### src/design/crc15_pec_framer_assert.svh
// Assertion macros shared by the framer's checking code.
// Each macro expects signals named clk and rst in the scope where it is used.
`ifndef CRC15_PEC_FRAMER_ASSERT_SVH
`define CRC15_PEC_FRAMER_ASSERT_SVH

// Same-cycle implication, held off while reset is high.
`define PEC_ASSERT_NOW(label, ante, cons) \
  label: assert property (@(posedge clk) disable iff (rst) (ante) |-> (cons)) \
    else $error("framer assertion failed");

// Next-cycle implication, held off while reset is high.
`define PEC_ASSERT_NEXT(label, ante, cons) \
  label: assert property (@(posedge clk) disable iff (rst) (ante) |=> (cons)) \
    else $error("framer assertion failed");

`endif

### src/design/crcpec_pkg.sv
package crcpec_pkg;

  // Longest group of data bytes covered by one code.
  localparam logic [3:0] MAX_GROUP = 4'd8;
  // CRC register value at the start of every group.
  localparam logic [14:0] PEC_SEED = 15'd16;
  // Generator polynomial, bit 14 being the feedback tap.
  localparam logic [15:0] PEC_POLY = 16'h4599;

  // Kinds of byte on the output channel.
  localparam logic [1:0] KIND_DATA    = 2'd0;
  localparam logic [1:0] KIND_CODE_HI = 2'd1;
  localparam logic [1:0] KIND_CODE_LO = 2'd2;

  // Configuration register indexes.
  localparam logic CFG_CHECK_MODE  = 1'b0;
  localparam logic CFG_GROUP_BYTES = 1'b1;

  typedef struct packed {
    logic [7:0] data_byte;
    logic       frame_start;
  } in_item_t;

  typedef struct packed {
    logic [7:0] out_byte;
    logic [1:0] byte_kind;
    logic       group_done;
    logic       code_error;
    logic       last_of_run;
  } out_item_t;

  // Everything one accepted byte leaves for the output stage.
  typedef struct packed {
    out_item_t  head;
    logic       with_code;
    logic [15:0] code;
  } run_t;

  // One entry of the byte-wise CRC table: eight shifts of the index through
  // the polynomial. Only the low fifteen bits are ever used.
  function automatic logic [14:0] crc_entry(input logic [7:0] idx);
    logic [15:0] r;
    r = {1'b0, idx, 7'b0};
    for (int b = 0; b < 8; b++) begin
      if (r[14]) begin
        r = {r[14:0], 1'b0} ^ PEC_POLY;
      end else begin
        r = {r[14:0], 1'b0};
      end
    end
    return r[14:0];
  endfunction

endpackage

### src/design/crcpec_core.sv
module crcpec_core (
  input  logic                clk,
  input  logic                rst,
  input  logic                accept,
  input  crcpec_pkg::in_item_t item,
  input  logic                check_mode,
  input  logic [3:0]          group_bytes,
  output crcpec_pkg::run_t    run
);
  import crcpec_pkg::*;

  logic [14:0] crc_reg;
  logic [14:0] crc_reg_next;
  logic [3:0]  byte_count;
  logic [3:0]  byte_count_next;
  logic [7:0]  received_high;
  logic [7:0]  received_high_next;

  logic [3:0]  grp;
  logic [14:0] eff_crc;
  logic [3:0]  eff_cnt;
  logic [3:0]  cnt_inc;
  logic [14:0] fed_crc;
  logic [7:0]  b;

  // Clamp the group length and apply a frame restart ahead of this byte.
  always_comb begin
    b = item.data_byte;
    if (group_bytes == 4'd0) begin
      grp = 4'd1;
    end else if (group_bytes > MAX_GROUP) begin
      grp = MAX_GROUP;
    end else begin
      grp = group_bytes;
    end
    eff_crc = item.frame_start ? PEC_SEED : crc_reg;
    eff_cnt = item.frame_start ? 4'd0 : byte_count;
    cnt_inc = eff_cnt + 4'd1;
    fed_crc = {eff_crc[6:0], 8'b0} ^ crc_entry(eff_crc[14:7] ^ b);
  end

  // Decide what this byte produces and where the state goes.
  always_comb begin
    crc_reg_next       = eff_crc;
    byte_count_next    = eff_cnt;
    received_high_next = received_high;
    run.head.out_byte    = b;
    run.head.byte_kind   = KIND_DATA;
    run.head.group_done  = 1'b0;
    run.head.code_error  = 1'b0;
    run.head.last_of_run = 1'b1;
    run.with_code        = 1'b0;
    run.code             = {fed_crc, 1'b0};
    if (!check_mode) begin
      crc_reg_next    = fed_crc;
      byte_count_next = cnt_inc;
      if (cnt_inc >= grp) begin
        run.with_code        = 1'b1;
        run.head.last_of_run = 1'b0;
        crc_reg_next         = PEC_SEED;
        byte_count_next      = 4'd0;
      end
    end else if (eff_cnt < grp) begin
      crc_reg_next    = fed_crc;
      byte_count_next = cnt_inc;
    end else if (eff_cnt == grp) begin
      received_high_next = b;
      byte_count_next    = cnt_inc;
      run.head.byte_kind = KIND_CODE_HI;
    end else begin
      run.head.byte_kind  = KIND_CODE_LO;
      run.head.group_done = 1'b1;
      run.head.code_error = ({received_high, b} != {eff_crc, 1'b0});
      crc_reg_next        = PEC_SEED;
      byte_count_next     = 4'd0;
    end
  end

  // Running CRC, group count and the held high code byte.
  always_ff @(posedge clk) begin
    if (rst) begin
      crc_reg       <= PEC_SEED;
      byte_count    <= 4'd0;
      received_high <= 8'd0;
    end else if (accept) begin
      crc_reg       <= crc_reg_next;
      byte_count    <= byte_count_next;
      received_high <= received_high_next;
    end
  end

endmodule

### src/design/crcpec_out.sv
module crcpec_out (
  input  logic                 clk,
  input  logic                 rst,
  input  logic                 in_valid,
  output logic                 in_ready,
  input  crcpec_pkg::run_t     run_in,
  output logic                 out_valid,
  input  logic                 out_ready,
  output crcpec_pkg::out_item_t out_data
);
  import crcpec_pkg::*;

  typedef enum logic [1:0] {PH_DATA, PH_HI, PH_LO} phase_t;

  phase_t phase;
  logic   valid;
  run_t   run;
  logic   is_last;
  logic   load;

  // The current transaction is the last of its run once the code bytes,
  // if any, have gone out.
  always_comb begin
    is_last  = (phase == PH_LO) || (phase == PH_DATA && !run.with_code);
    in_ready = !valid || (out_ready && is_last);
    load     = in_valid && in_ready;
    out_valid = valid;
  end

  // Select the byte of the run that is on offer.
  always_comb begin
    out_data = run.head;
    unique case (phase)
      PH_DATA: out_data = run.head;
      PH_HI: begin
        out_data.out_byte    = run.code[15:8];
        out_data.byte_kind   = KIND_CODE_HI;
        out_data.group_done  = 1'b0;
        out_data.code_error  = 1'b0;
        out_data.last_of_run = 1'b0;
      end
      PH_LO: begin
        out_data.out_byte    = run.code[7:0];
        out_data.byte_kind   = KIND_CODE_LO;
        out_data.group_done  = 1'b1;
        out_data.code_error  = 1'b0;
        out_data.last_of_run = 1'b1;
      end
      default: out_data = run.head;
    endcase
  end

  // Hold one run and step through its bytes as they are taken.
  always_ff @(posedge clk) begin
    if (rst) begin
      valid <= 1'b0;
      phase <= PH_DATA;
    end else if (load) begin
      valid <= 1'b1;
      phase <= PH_DATA;
      run   <= run_in;
    end else if (valid && out_ready) begin
      if (is_last) begin
        valid <= 1'b0;
      end else begin
        unique case (phase)
          PH_DATA: phase <= PH_HI;
          PH_HI:   phase <= PH_LO;
          default: phase <= PH_DATA;
        endcase
      end
    end
  end

endmodule

### src/design/crc15_pec_framer.sv
// A byte accepted at a clock edge is offered on the output from the next cycle.
// Throughput: one byte per cycle while out_ready is high; a byte that closes
// a group in generate mode holds the input while its data byte and two code
// bytes leave, as the single output register stage holds one run at a time.
// Reset (synchronous, active high) loads the seed, clears the group count and
// selects generate mode with groups of six bytes.
module crc15_pec_framer (
  input  logic                  clk,
  input  logic                  rst,
  input  logic                  in_valid,
  output logic                  in_ready,
  input  crcpec_pkg::in_item_t  in_data,
  output logic                  out_valid,
  input  logic                  out_ready,
  output crcpec_pkg::out_item_t out_data,
  input  logic                  cfg_we,
  input  logic                  cfg_index,
  input  logic [3:0]            cfg_data
);
  import crcpec_pkg::*;
  `include "crc15_pec_framer_assert.svh"

  logic       check_mode;
  logic [3:0] group_bytes;
  logic       accept;
  run_t       run;

  assign accept = in_valid && in_ready;

  // Configuration registers.
  always_ff @(posedge clk) begin
    if (rst) begin
      check_mode  <= 1'b0;
      group_bytes <= 4'd6;
    end else if (cfg_we) begin
      unique case (cfg_index)
        CFG_CHECK_MODE:  check_mode  <= cfg_data[0];
        CFG_GROUP_BYTES: group_bytes <= cfg_data;
        default:         check_mode  <= check_mode;
      endcase
    end
  end

  crcpec_core u_core (
    .clk         (clk),
    .rst         (rst),
    .accept      (accept),
    .item        (in_data),
    .check_mode  (check_mode),
    .group_bytes (group_bytes),
    .run         (run)
  );

  crcpec_out u_out (
    .clk       (clk),
    .rst       (rst),
    .in_valid  (in_valid),
    .in_ready  (in_ready),
    .run_in    (run),
    .out_valid (out_valid),
    .out_ready (out_ready),
    .out_data  (out_data)
  );

  // A mismatch is only ever reported on the byte that closes a group.
  `PEC_ASSERT_NOW(a_err_on_close, out_valid && out_data.code_error, out_data.group_done)
  // An empty output stage always takes the next byte.
  `PEC_ASSERT_NOW(a_ready_when_empty, !out_valid, in_ready)
  // No byte enters while a run still has code bytes to send.
  `PEC_ASSERT_NOW(a_hold_mid_run, out_valid && !out_data.last_of_run, !in_ready)
  // The high code byte is always followed by the low one.
  `PEC_ASSERT_NEXT(a_hi_then_lo,
    out_valid && out_ready && out_data.byte_kind == KIND_CODE_HI && !out_data.last_of_run,
    out_valid && out_data.byte_kind == KIND_CODE_LO)

endmodule

### config.mk
export PLATFORM = sky130hd
export DESIGN_NAME = crc15_pec_framer
export DESIGN_NICKNAME = d
export VERILOG_FILES = /design/src/design/crcpec_pkg.sv /design/src/design/crcpec_core.sv /design/src/design/crcpec_out.sv /design/src/design/crc15_pec_framer.sv
export VERILOG_INCLUDE_DIRS = /design/src /design/src/design
export SDC_FILE = /design/constraint.sdc
export NUM_CORES = 1
export LEC_CHECK = 0
export ABC_AREA = 1
export BUFFER_PORTS_ARGS = -buffer_cell sky130_fd_sc_hd__buf_2
export CORE_AREA = 2 2 116 118
export DETAILED_ROUTE_END_ITERATION = 8
export DIE_AREA = 0 0 118 120
export PLACE_DENSITY = 0.52
export SYNTH_ARGS = -nofsm -noshare
export SYNTH_HDL_FRONTEND = slang
export SYNTH_SLANG_ARGS = --single-unit
### constraint.sdc
create_clock -name clk -period 3.3 [get_ports clk]
set_clock_uncertainty 0.15 [all_clocks]
set_input_delay 0.165 -clock clk [delete_from_list [all_inputs] [get_ports clk]]
set_output_delay 0.165 -clock clk [all_outputs]
set_load 0.01 [all_outputs]
==> impl_metrics.json, run 1 <==
{
  "clk_pin_slew_ns": 0.05,
  "vias_per_cell": 4.52,
  "grt_max_degree": 23,
  "worst_pin_slew_ns": 0.500,
  "synth_edf_count": 28,
  "wl_per_cell_um": 13.8,
  "final_nets": 544,
  "finalWorstPathRequiredPeriod_ns": 2.76,
  "grt_util_met2": 0.241,
  "start_util": 0.291,
  "io_buffers": 33,
  "crit_path_frequent_cell": "inv_1",
  "wirelength_um": 9550,
  "synth_warnings": 0,
  "max_cap_viol_count": 0,
  "antenna_cells": 0,
  "critPathCaptureType": "register",
  "fp.dieH_um": 120,
  "placed_cell_area_um2": 4160,
  "fmax_ghz": 0.363,
  "synthArstFlopShare": 0,
  "area_delta_synth_final_pct": 20.3,
  "dp_hpwl_um": 7510,
  "synthCells": 461,
  "dieArea_um2": 14200,
  "rows": 42,
  "max_stage_delay_ns": 0.33,
  "setup_ws_ns": 0.542,
  "crit_type": "register to register",
  "yosysTopAreaCellShare": 0.223,
  "violations": "hold timing",
  "grt_use_met3": 0.0304,
  "drcViolationCount": 0,
  "first_iter_violations": 143,
  "power.density_nw_per_um2": 677,
  "vias": 3140,
  "place_congestion": 0.898,
  "synth_ff_type": "dfxtp_1",
  "syn_avg_cell_area_um2": 8.19,
  "h-tree-depth": 3,
  "hp-class": "input port to register",
  "root_buffer": "clkbuf_16",
  "insertion_delay_ns": 0.34,
  "ir_worst_vdd_mv": 0.265,
  "multi_input_area_um2": 1930,
  "grt-ovfl-total": 0,
  "fin_setup_tns_ns": 0,
  "hold_violations": 1,
  "cts_made_buffers": 9,
  "finalCritPeriodShare": 0.836,
  "grt_pass1_vias": 3094,
  "holdWs_ns": -0.0120,
  "regArea_um2": 1540,
  "worstPathMaxFanout": 11,
  "die_x_um": 118,
  "layout-drive-gt1-share": 0.176,
  "io_pins": 34,
  "rsz0062_at_grt": "no",
  "finalSetupViolCount": 0,
  "final_cell_area_um2": 4540,
  "antenna_found_initial": 0,
  "drv_slew": 0,
  "netlist_area_um2": 3780,
  "yosysTopAreaCell": "edfxtp_1",
  "synthTopCellsByArea": "edfxtp_1 22%, dfxtp_1 19%, nand2_1 12%, inv_1 6.2%, xor2_1 4.6%",
  "relSlewSlack": 0.666,
  "post-cts-setup-buffers": 0,
  "p_leak_nw": 2.07,
  "pre_cts_ws_ns": 0.495,
  "cts.sinks": 63,
  "cts_resized": 0,
  "syn_nets": 492,
  "core-area_um2": 13000,
  "grt_use_total": 0.143,
  "largest_reg_flops": 28,
  "nFillCells": 1349,
  "yosysUniqueCellTypes": 41,
  "grtUsageMet1": 0.181,
  "worst_path_max_delay_cell": "dfxtp_1",
  "grt_busiest_layer": "met2",
  "final_cell_mix": "119 x nand2_1, 62 x inv_1, 35 x dfxtp_1, 34 x nand3_1, 33 x buf_2",
  "outcome": "finished with violations",
  "worstPathCellList": "inv_1 > nor2_1 > ha_1 > ha_1 > inv_1 > a21oi_1 > o21ai_0 > nand2_1 > a21o_1 > nand2_1 > inv_1 > nor2_1 > buf_4 > inv_1 > o22ai_1 > a22o_1",
  "critPathArrivalTime_ns": 2.90,
  "first_pass_iters": 4,
  "final_common_cell": "nand2_1",
  "cp_data_required_time_ns": 3.44,
  "cts_max_path_buffers": 2,
  "synth_seq_cells": 63,
  "cts_tree": "yes",
  "utilization": 0.350,
  "yosysSeqAreaShare": 0.408,
  "startpoint_type": "register",
  "grt_first_pass_wirelength_um": 15800,
  "final_antenna_net_count": 0
}
[synthesized netlist by cell type (7+ instances only)]
cell / number
xnor2_1: 7
a21oi_1: 17
edfxtp_1: 28
ha_1: 12
xor2_1: 20
inv_1: 62
nand2_2: 12
nand2_1: 119
nand2_4: 7
o21ai_0: 25
nor2_1: 22
nand3_1: 34
o22ai_1: 9
dfxtp_1: 35
[final timing paths]
check / from / endpoint / slack [ns] / depth (start not counted)
setup reg to reg: u_core.byte_count[0] / u_core.crc_reg[1] / 0.54 / 16
hold / removal: cfg_data[0] / group_bytes[0] / -0.01 / 3
hold reg to reg: u_core.crc_reg[3] / u_core.crc_reg[3] / 0.31 / 2
setup / recovery: u_core.byte_count[0] / u_core.crc_reg[1] / 0.54 / 16
[stage by stage]
stage                     hold slack, ns  cells  total power (W)
after floorplan                    0.114    461          0.00191
after global placement             0.222    667          0.00219
after detailed placement           0.228    667          0.00220
after CTS                        0.00112    694          0.00309
after global routing              0.0102    694          0.00328
final                            -0.0120    694          0.00307
[layer usage]
metal	up-vias	routed length (um)
met5	-	0
met4	0	163
met3	14	408
met2	69	4560
met1	1439	4410
li1	1618	-
[kinds of logic after synthesis]
family / count (synthesis) / share of synthesized area
buffers and inverters: 76 / 0.0818
adder cells (fa/ha/maj): 12 / 0.0397
AND/OR/NAND/NOR: 208 / 0.261
AO/OA/AOI/OAI: 68 / 0.108
XOR/XNOR: 34 / 0.102
flip-flops: 63 / 0.408
[critical path, delay by kind of cell (launching register included)]
kind / cells / cell delay [ns]
fa+ha+maj: 2 / 0.59
simple gates: 4 / 0.52
flops: 1 / 0.33
buf+inv: 5 / 0.49
compound gates: 5 / 0.63
[layout make-up]
| cell class | count | area share |
|---|---|---|
| clock buffer | 15 | 0.0589 |
| tap | 176 | 0.0485 |
| clock inverter | 1 | 0.00110 |
| sequential | 63 | 0.339 |
| inverter | 67 | 0.0559 |
| multi-input combinational | 322 | 0.426 |
| timing repair buffer | 50 | 0.0705 |
[power by group]
| group | switching (W) | internal [W] |
|---|---|---|
| combinational | 0.000767 | 0.000394 |
| sequential | 0.0000604 | 0.000984 |
| clock | 0.000322 | 0.000548 |
[repair_timing]
item,in CTS,in global routing
hold endpoints to repair,9,0
endpoints found under the setup margin,0,0
hold buffers,11,0
No activity file was read; power rests on OpenSTA's default activity.
==> inputs of run 2 (changes only) <==
--- a/config.mk
+++ b/config.mk
@@ -11,7 +11,7 @@
 export CORE_AREA = 2 2 116 118
 export DETAILED_ROUTE_END_ITERATION = 8
 export DIE_AREA = 0 0 118 120
-export PLACE_DENSITY = 0.52
+export PLACE_DENSITY = 0.54
 export SYNTH_ARGS = -nofsm -noshare
 export SYNTH_HDL_FRONTEND = slang
 export SYNTH_SLANG_ARGS = --single-unit
==> constraint.sdc (replaced) <==
create_clock -name clk -period 2.47 [get_ports clk]
set_clock_uncertainty 0.15 [all_clocks]
set_input_delay 0.1235 -clock clk [delete_from_list [all_inputs] [get_ports clk]]
set_output_delay 0.1235 -clock clk [all_outputs]
set_load 0.01 [all_outputs]
==> run 2 against run 1 <==
Effect of this change:
- fmax is 13% higher
- worst setup slack worse by 0.52 ns
- critical path depth rose by 1
- clock power up 60%
- count of clock-buffer cells in the layout is the same
- sequential share of layout area fell by 4.0 points
- sequential power rose by 35%
- core utilization rose by 4.9 points
- final area grew 14%
- highest routed layer unchanged
- cell count rose by 5.9%
- routed wire length grew 4.0%
- critical endpoint is now u_core.crc_reg[8]
- worst hold slack better by 0.019 ns
- the flow now finishes without violations
==> impl_metrics.json, run 2 (same netlist as run 1, synthesis figures left out) <==
{
  "start_util": 0.291,
  "crit_type": "register to register",
  "r2r_start": "u_core.byte_count[0]",
  "rsz0062_at_grt": "yes",
  "power.switching_w": 0.00167,
  "p_clk_frac": 0.296,
  "finalWorstPathRequiredPeriod_ns": 2.45,
  "utilization": 0.399,
  "drcViolationCount": 0,
  "fmax_ghz": 0.408,
  "netSwitchingFraction": 0.356,
  "grt_use_total": 0.142,
  "cp_data_required_time_ns": 2.60,
  "dp_hpwl_um": 7320,
  "final_antenna_net_count": 0,
  "p_int_w": 0.00302,
  "cts.sinks": 63,
  "worst_pin_slew_ns": 0.590,
  "first_pass_iters": 4,
  "pwr-share-seq": 0.297,
  "io_buffers": 33,
  "max_cap_viol_count": 0,
  "layout.cells.non_filler": 735,
  "root_buffer": "clkbuf_16",
  "layout-drive-gt1-share": 0.318,
  "nFillCells": 1295,
  "die_x_um": 118,
  "final_common_cell": "nand2_1",
  "startpoint_type": "register",
  "critPathArrivalTime_ns": 2.58,
  "insertion_delay_ns": 0.33,
  "cts_made_buffers": 9,
  "finalSetupViolCount": 0,
  "wl_per_cell_um": 13.5,
  "critPathCaptureType": "register",
  "final_nets": 585,
  "antenna_cells": 0,
  "clk_pin_slew_ns": 0.05,
  "dieArea_um2": 14200,
  "finalCritPeriodShare": 0.992,
  "cts_tree": "yes",
  "cp-startpoint": "u_core.byte_count[0]",
  "wirelength_um": 9930,
  "p_comb_frac": 0.407,
  "fin_setup_tns_ns": 0,
  "area_delta_synth_final_pct": 37.0,
  "grt_first_pass_wirelength_um": 15700,
  "first_iter_violations": 128,
  "power.total_w": 0.00469,
  "io_pins": 34,
  "grt-ovfl-total": 0,
  "grt_max_degree": 43,
  "antenna_found_initial": 0,
  "place_inst": 695,
  "grt_pass1_vias": 3179,
  "h-tree-depth": 3,
  "worstPathMaxFanout": 5,
  "largest_reg_flops": 28,
  "drv_slew": 0,
  "cts_max_path_buffers": 2,
  "hold_violations": 0,
  "final_cell_mix": "112 x nand2_1, 50 x inv_1, 37 x buf_4, 31 x buf_2",
  "rows": 42,
  "min_from": "in_data[8]",
  "ir_worst_vdd_mv": 0.359,
  "fp.dieH_um": 120,
  "power.density_nw_per_um2": 907,
  "relSlewSlack": 0.606,
  "hp-class": "input port to register",
  "holdWs_ns": 0.00709,
  "vias_per_cell": 4.51,
  "vias": 3313,
  "place_congestion": 0.848,
  "p_leak_nw": 2.33,
  "outcome": "finished, final reports clean",
  "core-area_um2": 13000
}
-- run 2: final timing paths --
path	endpoint	slack [ns]	cells after the start
worst max-delay path	u_core.crc_reg[8]	0.02	17
worst max register to register	u_core.crc_reg[8]	0.02	17
worst min register to register	u_core.crc_reg[0]	0.31	2
worst min-delay path	u_core.received_high[7]	0.007	3
-- run 2: final cells by class --
cell class / instances / area, um2 / area share
Clock inverter: 1 / 30.0 / 0.00580
Multi-Input combinational cell: 322 / 2130 / 0.412
Timing Repair Buffer: 91 / 679 / 0.131
Inverter: 67 / 254 / 0.0491
Sequential cell: 63 / 1550 / 0.299
Clock buffer: 15 / 310 / 0.0599
Tap cell: 176 / 220 / 0.0425
-- run 2: metrics by stage --
| step | setup WS, ns | area (um2) |
|---|---|---|
| detailed placement | -0.0844 | 4390 |
| global placement | -0.00964 | 4390 |
| finish | 0.0192 | 5180 |
| global route | -0.122 | 5180 |
| CTS | 0.00238 | 4930 |
| floorplan | 0.0359 | 3780 |
-- run 2: worst max-delay path: stages, from the launching register on --
cell and delay (ns):
dfxtp_2 0.33, inv_2 0.05, nor2_4 0.13, buf_4 0.12, buf_4 0.11, inv_2 0.04, ha_4 0.26, a21oi_1 0.06
o21ai_1 0.16, nand2_1 0.07, a21o_1 0.16, nand2_2 0.07, inv_2 0.05, nor2_4 0.15, buf_6 0.15, inv_2 0.06
o22ai_1 0.15, a22o_1 0.14
-- run 2: layer usage --
layer  up-vias  GRT usage  wire length [um]
met5         -          0                 0
met1      1550      0.174              4450
li1       1691          -                 -
met3        13     0.0233               342
met4         0     0.0557               199
met2        59      0.248              4950
-- run 2: power by group through the flow --
stage	sequential, W	combinational [W]	clock [W]
after detailed placement	0.00141	0.00168	0
final	0.00140	0.00191	0.00139
after global placement	0.00141	0.00166	0
after global routing	0.00141	0.00209	0.00145
after CTS	0.00139	0.00172	0.00142
after floorplan	0.00139	0.00116	0
-- run 2: what timing repair did --
action,4_1_cts,5_1_grt
endpoints found under the setup margin,10,36
endpoints found under the hold margin,14,0
setup buffers,1,6
cloned,2,0
pin swaps,1,24
gates resized for setup,11,70
hold buffers,16,0
==> inputs of run 3 (changes only) <==
--- a/config.mk
+++ b/config.mk
@@ -12,6 +12,8 @@
 export DETAILED_ROUTE_END_ITERATION = 8
 export DIE_AREA = 0 0 118 120
 export PLACE_DENSITY = 0.54
+export RECOVER_POWER = 100
+export REMOVE_ABC_BUFFERS = 1
 export SYNTH_ARGS = -nofsm -noshare
 export SYNTH_HDL_FRONTEND = slang
 export SYNTH_SLANG_ARGS = --single-unit
==> run 3 against run 2 <==
Effect of this change:
- the flow now finishes with violations (setup timing)
- first-iteration DRC count grew 84%
- worst hold slack better by 0.0033 ns
- final area hardly changed
- critical path depth is 1 higher
- critical path type unchanged
==> impl_metrics.json, run 3 (same netlist as run 1, synthesis figures left out) <==
{
  "outcome": "finished with violations",
  "violations": "setup timing",
  "holdWs_ns": 0.0104,
  "power.density_nw_per_um2": 879,
  "final_cell_mix": "112 x nand2_1, 52 x inv_1, 40 x buf_4, 30 x nand3_1, 30 x dfxtp_1",
  "cts_made_buffers": 9,
  "cts.sinks": 63,
  "power.total_w": 0.00455,
  "cp_data_required_time_ns": 2.57,
  "dieArea_um2": 14200,
  "hp-class": "input port to register",
  "hold_violations": 0,
  "startpoint_type": "register",
  "worst_pin_slew_ns": 0.615,
  "h-tree-depth": 3,
  "regArea_um2": 1550,
  "dp_hpwl_um": 7490,
  "rsz0062_at_grt": "yes",
  "netSwitchingFraction": 0.364,
  "p_int_w": 0.00289,
  "largest_reg_flops": 28,
  "worst_path_max_delay_cell": "dfxtp_2",
  "nFillCells": 1314,
  "fp.dieH_um": 120,
  "first_iter_violations": 235,
  "crit_type": "register to register",
  "vias": 3359,
  "ir_worst_vdd_mv": 0.385,
  "min_from": "cfg_index",
  "critPathCaptureType": "register",
  "area_delta_synth_final_pct": 37.0,
  "p_leak_nw": 2.27,
  "io_buffers": 33,
  "crit_family": "simple AND/OR/NAND/NOR gates",
  "antenna_cells": 0,
  "insertion_delay_ns": 0.33,
  "cts_tree": "yes",
  "max_stage_delay_ns": 0.32,
  "grt_max_degree": 43,
  "layout-drive-gt1-share": 0.298,
  "antenna_found_initial": 0,
  "final_antenna_net_count": 0,
  "pwr-share-seq": 0.307,
  "finalCritPeriodShare": 1.01,
  "relSlewSlack": 0.590,
  "drcViolationCount": 0,
  "crit_path_frequent_cell": "inv_2",
  "io_pins": 34,
  "root_buffer": "clkbuf_16",
  "grt_first_pass_wirelength_um": 16100,
  "p_comb_frac": 0.419,
  "fmax_ghz": 0.402,
  "final_common_cell": "nand2_1",
  "final_nets": 589,
  "finalSetupViolCount": 2,
  "utilization": 0.399,
  "place_congestion": 0.912,
  "r2r_start": "group_bytes[1]",
  "clk_pin_slew_ns": 0.06,
  "setup_ws_ns": -0.0160,
  "power.switching_w": 0.00166,
  "fin_setup_tns_ns": -0.0167,
  "cts_max_path_buffers": 2,
  "first_pass_iters": 4,
  "rows": 42,
  "cp-startpoint": "group_bytes[1]",
  "multi_input_area_um2": 2190,
  "core-area_um2": 13000,
  "worstPathMaxFanout": 6,
  "worstPathCellList": "inv_2 > nand2_2 > o21ai_2 > nand2_2 > ha_4 > inv_2 > nor2_1 > nor2_1 > o21ai_1 > inv_1 > nor2_2 > inv_2 > nor2_4 > inv_2 > nor2_4 > buf_6 > o21ai_2 > a21oi_1",
  "die_x_um": 118,
  "wl_per_cell_um": 13.9,
  "critPathArrivalTime_ns": 2.59,
  "finalWorstPathRequiredPeriod_ns": 2.49,
  "vias_per_cell": 4.55,
  "wirelength_um": 10300,
  "drv_slew": 0,
  "start_util": 0.291,
  "p_clk_frac": 0.274,
  "grt_pass1_vias": 3176,
  "pre_cts_ws_ns": -0.0196,
  "max_cap_viol_count": 0,
  "crit_buf_inv": 6,
  "grt-ovfl-total": 0,
  "grt_use_total": 0.145
}
## run 3: cell count changes in the layout (fill, tap and decap cells not counted), sizes merged
cell,delta
clkbuf,+15
buf,-13
clkinv,+3
dlymetal6s4s,-1
## run 3: tightest hold or removal path: stages
cell     delay, ns
buf_2         0.10
nand2_1       0.13
a21oi_1       0.08
## run 3: what timing repair did
item / CTS / global route
endpoints found under the setup margin: 12 / 32
buffers inserted: 0 / 7
hold buffers: 15 / 0
resized for setup: 6 / 86
endpoints found under the hold margin: 12 / 0
gates cloned: 2 / 0
pin swaps: 0 / 26
## run 3: metrics by stage
step	instance area, um2	instances
global route	5170	739
finish	5170	739
detailed placement	4410	699
floorplan	3720	452
CTS	4880	732
global placement	4410	699
## run 3: power by group through the flow
stage / combinational (W) / sequential, W / clock [W]
floorplan: 0.00114 / 0.00140 / 0
global placement: 0.00168 / 0.00141 / 0
detailed placement: 0.00170 / 0.00141 / 0
CTS: 0.00173 / 0.00139 / 0.00128
global route: 0.00210 / 0.00141 / 0.00133
finish: 0.00191 / 0.00139 / 0.00125
## run 3: per-layer routing
| metal | vias to the layer above | global-route usage | part of all wire |
|---|---|---|---|
| li1 | 1704 | - | - |
| met1 | 1571 | 0.185 | 0.45 |
| met2 | 74 | 0.245 | 0.49 |
| met3 | 10 | 0.0299 | 0.046 |
| met4 | 0 | 0.0497 | 0.016 |
| met5 | - | 0 | 0 |
## run 3: final timing paths
kind,endpoint,slack (ns),cells after the start
max reg2reg,u_core.received_high[1],-0.02,18
min,group_bytes[3],0.01,3
min reg2reg,u_core.crc_reg[0],0.31,2
max,u_core.received_high[1],-0.02,18
## run 3: area by class of cell
type,count,share of cell area
Tap cell,176,0.0426
Multi-Input combinational cell,322,0.422
Clock buffer,12,0.0476
Inverter,67,0.0496
Clock inverter,4,0.00870
Sequential cell,63,0.299
Timing Repair Buffer,95,0.130
